## src/hw/rtl/scm_pkg.sv

```systemverilog
// ----------------------------------------------------------------------------
// scm_pkg
// Shared widths, types and helpers for the scan-line confidence map.
// ----------------------------------------------------------------------------
package scm_pkg;

    // Field and configuration widths
    localparam int PIX_W    = 8;
    localparam int CFG_W    = 9;
    localparam int OUT_W    = 8;
    // Wide enough to compare any index against any configured count
    localparam int CNT_W    = 13;
    // Squared pixel offset, column energy and arithmetic unit widths
    localparam int SQ_W     = 16;
    localparam int ENERGY_W = 25;
    localparam int ALU_W    = ENERGY_W + 1;
    localparam int NUM_W    = ENERGY_W + OUT_W;

    // Configuration register indexes
    localparam logic REG_ROWS = 1'b0;
    localparam logic REG_COLS = 1'b1;

    // Request kinds
    localparam logic KIND_LOAD  = 1'b0;
    localparam logic KIND_FETCH = 1'b1;

    localparam logic [OUT_W-1:0] CONF_FULL = 8'hFF;

    typedef enum logic {
        ALU_ADD,
        ALU_SUB
    } t_alu_op;

    typedef struct packed {
        t_alu_op          op;
        logic [ALU_W-1:0] a;
        logic [ALU_W-1:0] b;
    } t_alu_req;

    typedef struct packed {
        logic [ALU_W-1:0] res;
        logic             borrow;
    } t_alu_rsp;

endpackage

```

## src/hw/rtl/scm_alu.sv

```systemverilog
// ----------------------------------------------------------------------------
// scm_alu
// Shared add / compare-subtract unit: column sums, energy removal and the
// restoring division steps all run through it.
// ----------------------------------------------------------------------------
module scm_alu (
    input  scm_pkg::t_alu_req i_req,
    output scm_pkg::t_alu_rsp o_rsp
);
    import scm_pkg::*;

    logic [ALU_W:0] w_sum;

    // Borrow out of the top bit means a < b on a subtract
    always_comb begin
        if (i_req.op == ALU_SUB) begin
            w_sum = {1'b0, i_req.a} - {1'b0, i_req.b};
        end else begin
            w_sum = {1'b0, i_req.a} + {1'b0, i_req.b};
        end
        o_rsp.res    = w_sum[ALU_W-1:0];
        o_rsp.borrow = (i_req.op == ALU_SUB) ? w_sum[ALU_W] : 1'b0;
    end

endmodule

```

## config.mk

```make
export PLATFORM = sky130hd
export DESIGN_NAME = scm_alu
export DESIGN_NICKNAME = d
export VERILOG_FILES = /design/src/hw/rtl/scm_pkg.sv /design/src/hw/rtl/scm_alu.sv
export SDC_FILE = /design/constraint.sdc
export NUM_CORES = 1
export LEC_CHECK = 0
export BUFFER_PORTS_ARGS = -buffer_cell sky130_fd_sc_hd__buf_2
export CAP_MARGIN = 20
export CORE_MARGIN = 5
export CORE_UTILIZATION = 35
export DETAILED_ROUTE_END_ITERATION = 7
export GPL_ROUTABILITY_DRIVEN = 0
export SYNTH_ARGS = -nofsm -noshare
export SYNTH_HDL_FRONTEND = slang
export SYNTH_SLANG_ARGS = --single-unit
```

## constraint.sdc

```tcl
create_clock -name vclk -period 4.1
set_clock_uncertainty 0.15 [all_clocks]
set_input_delay 0.205 -clock vclk [all_inputs]
set_output_delay 0.205 -clock vclk [all_outputs]
set_load 0.005 [all_outputs]
```

==> reports/results.ini <==
[floorplanning]
core-area_um2=5110
die_y_um=82.6
die_x_um=82.6
dieArea_um2=6820
io_pins=80
rows=26
initial_utilization=0.361

[setup_path]
crit_path_end=o_rsp[26]
critPathCaptureType=output port
cp.required_ns=3.74
cp.depth=15
path_buf_inv=2
critPathMaxStageDelay_ns=0.58
critPathMaxFanout=8
slowest_stage=or4_1
critical_path_arrival_ns=3.40
cp_top_family=simple AND/OR/NAND/NOR gates
start_kind=input port
crit_path_start=i_req[11]
path_cells=buf_2, or4_1, nor2_1, a21oi_1, nor2_2, o21ai_0, xnor2_1, ha_1, a21oi_1, o21ai_0, o21bai_1, o31ai_1, or4b_1, nand3_1, buf_2
critPathKind=in2out

[timing]
setup_tns_ns=0
worst_slack_ns=0.346
maxSlewViolCount=0
hold-worst-slack_ns=0.624
period_minus_slack_ns=3.75
max_freq_mhz=266
hold_viol=0
finalCritPeriodShare=0.916
setup_violations=0
grt_setup_unrepaired=no
relSlewSlack=0.693
worst_pin_slew_ns=0.456

[layout]
nFillCells=559
layout-drive-gt1-share=0.239
mostFrequentLayoutCell=buf_2
area_growth_syn_to_layout_pct=25.6
nClkBuffers=0
layout_common_cells=buf_2 (80), xnor2_1 (35), a21oi_1 (33)
finish.utilization=0.453
diodes=0
layout.nets=435
seq_area_um2=0
nFlopsAndLatches=0

[yosys]
syn_nets=359
syn-cell-area_um2=1840
ys_types=40
synth.area.top_cells=ha_1 (18%), xnor2_1 (17%), a21oi_1 (9.0%), o21ai_0 (7.9%), nor2_1 (5.3%)
synth_cells=278
synth-warning-count=0
avgSynthCellArea_um2=6.63
yosysTopAreaCell=ha_1
synth_top_area_frac=0.183
yosysSeqAreaShare=0

[detailed_routing]
routed_wirelength_um=5640
wl_per_cell_um=13.4
drt_iter0_drc=71
vias_per_cell=5.23
drtAntennaViolNets=0
drc=0
vias=2209
drt-pass1-iter-count=4

[global_route]
track_usage=0.163
grt.overflow.total=0
antenna_found_initial=0
grt_pass1_wl_um=9160
grt_pass1_vias=2067
grt_max_degree=27

[power_and_ir_drop]
peakVddDrop_mv=0.0974
power.density_nw_per_um2=221
p_leak_uw=0.00109

[run]
maxCapViolCount=0

[placement]
port_buffers=80
hpwl_um=4930
dp_slack_ns=0.220

[status]
status=finished clean

[min_path]
worstHoldPathType=in2out

[cts]
hold_buffers=0

kinds of logic after synthesis:
kind of cell	count (synthesis)	synth area share
adders and majority gates	28	0.194
muxes	1	0.00543
xor gates and xnor gates	45	0.214
buffers and inverters	19	0.0387
and+or+nand+nor	89	0.232
AOI/OAI and AO/OA	96	0.316
how the worst min path moves through the flow:
stage / slack (ns) / end / cells after the start / from
floorplan: 0.40 / o_rsp[1] / 2 / i_req[0]
CTS: 0.63 / o_rsp[2] / 3 / i_req[27]
global route: 0.67 / o_rsp[2] / 3 / i_req[27]
finish: 0.62 / o_rsp[2] / 3 / i_req[27]
detailed placement: 0.63 / o_rsp[2] / 3 / i_req[27]
global placement: 0.63 / o_rsp[2] / 3 / i_req[27]
synth_stat cells, types with 2 or more instances:
| cell | number |
|---|---|
| a21o_1 | 7 |
| a21oi_1 | 33 |
| a31oi_1 | 4 |
| a41o_1 | 2 |
| clkbuf_1 | 7 |
| ha_1 | 27 |
| inv_1 | 12 |
| nand2_1 | 21 |
| nand2b_1 | 7 |
| nand3_1 | 5 |
| nand4_1 | 4 |
| nor2_1 | 26 |
| nor2b_1 | 5 |
| nor3_1 | 10 |
| nor4_1 | 3 |
| o211ai_1 | 2 |
| o21a_1 | 5 |
| o21ai_0 | 29 |
| o21bai_1 | 3 |
| o31a_1 | 2 |
| or4_1 | 2 |
| xnor2_1 | 35 |
| xor2_1 | 10 |
layer usage:
layer	up-vias	share of wire	global-route usage
li1	1160	-	-
met1	993	0.44	0.216
met2	52	0.49	0.294
met3	4	0.060	0.0163
met4	0	0.0082	0.0147
met5	-	0	0
what timing repair did:
| action | 4_1_cts | 5_1_grt |
|---|---|---|
| setup endpoints to repair | 0 | 2 |
| buffers inserted | 0 | 0 |
| resized for setup | 0 | 1 |
power breakdown:
part           internal [uW]  switching (uW)
Sequential                 0               0
Combinational            240             271
Clock                      0               0
Total                    240             271
worst min-delay path: stages:
cell and delay, ns:
buf_2 0.10, fa_1 0.15, buf_2 0.11
area by class of cell:
type | count | area, um2 | share of cell area
well taps | 70 | 87.6 | 0.0378
multi-input cells | 259 | 1770 | 0.766
inverters | 12 | 45.0 | 0.0195
repair buffers | 81 | 408 | 0.176
per-stage QoR:
step                cells  power (uW)  instance area (um2)
floorplan             278         330                 1840
global placement      422         508                 2310
detailed placement    422         511                 2310
CTS                   422         515                 2310
global route          422         574                 2310
finish                422         511                 2310
Note: power is estimated with default switching activity, not from simulation.
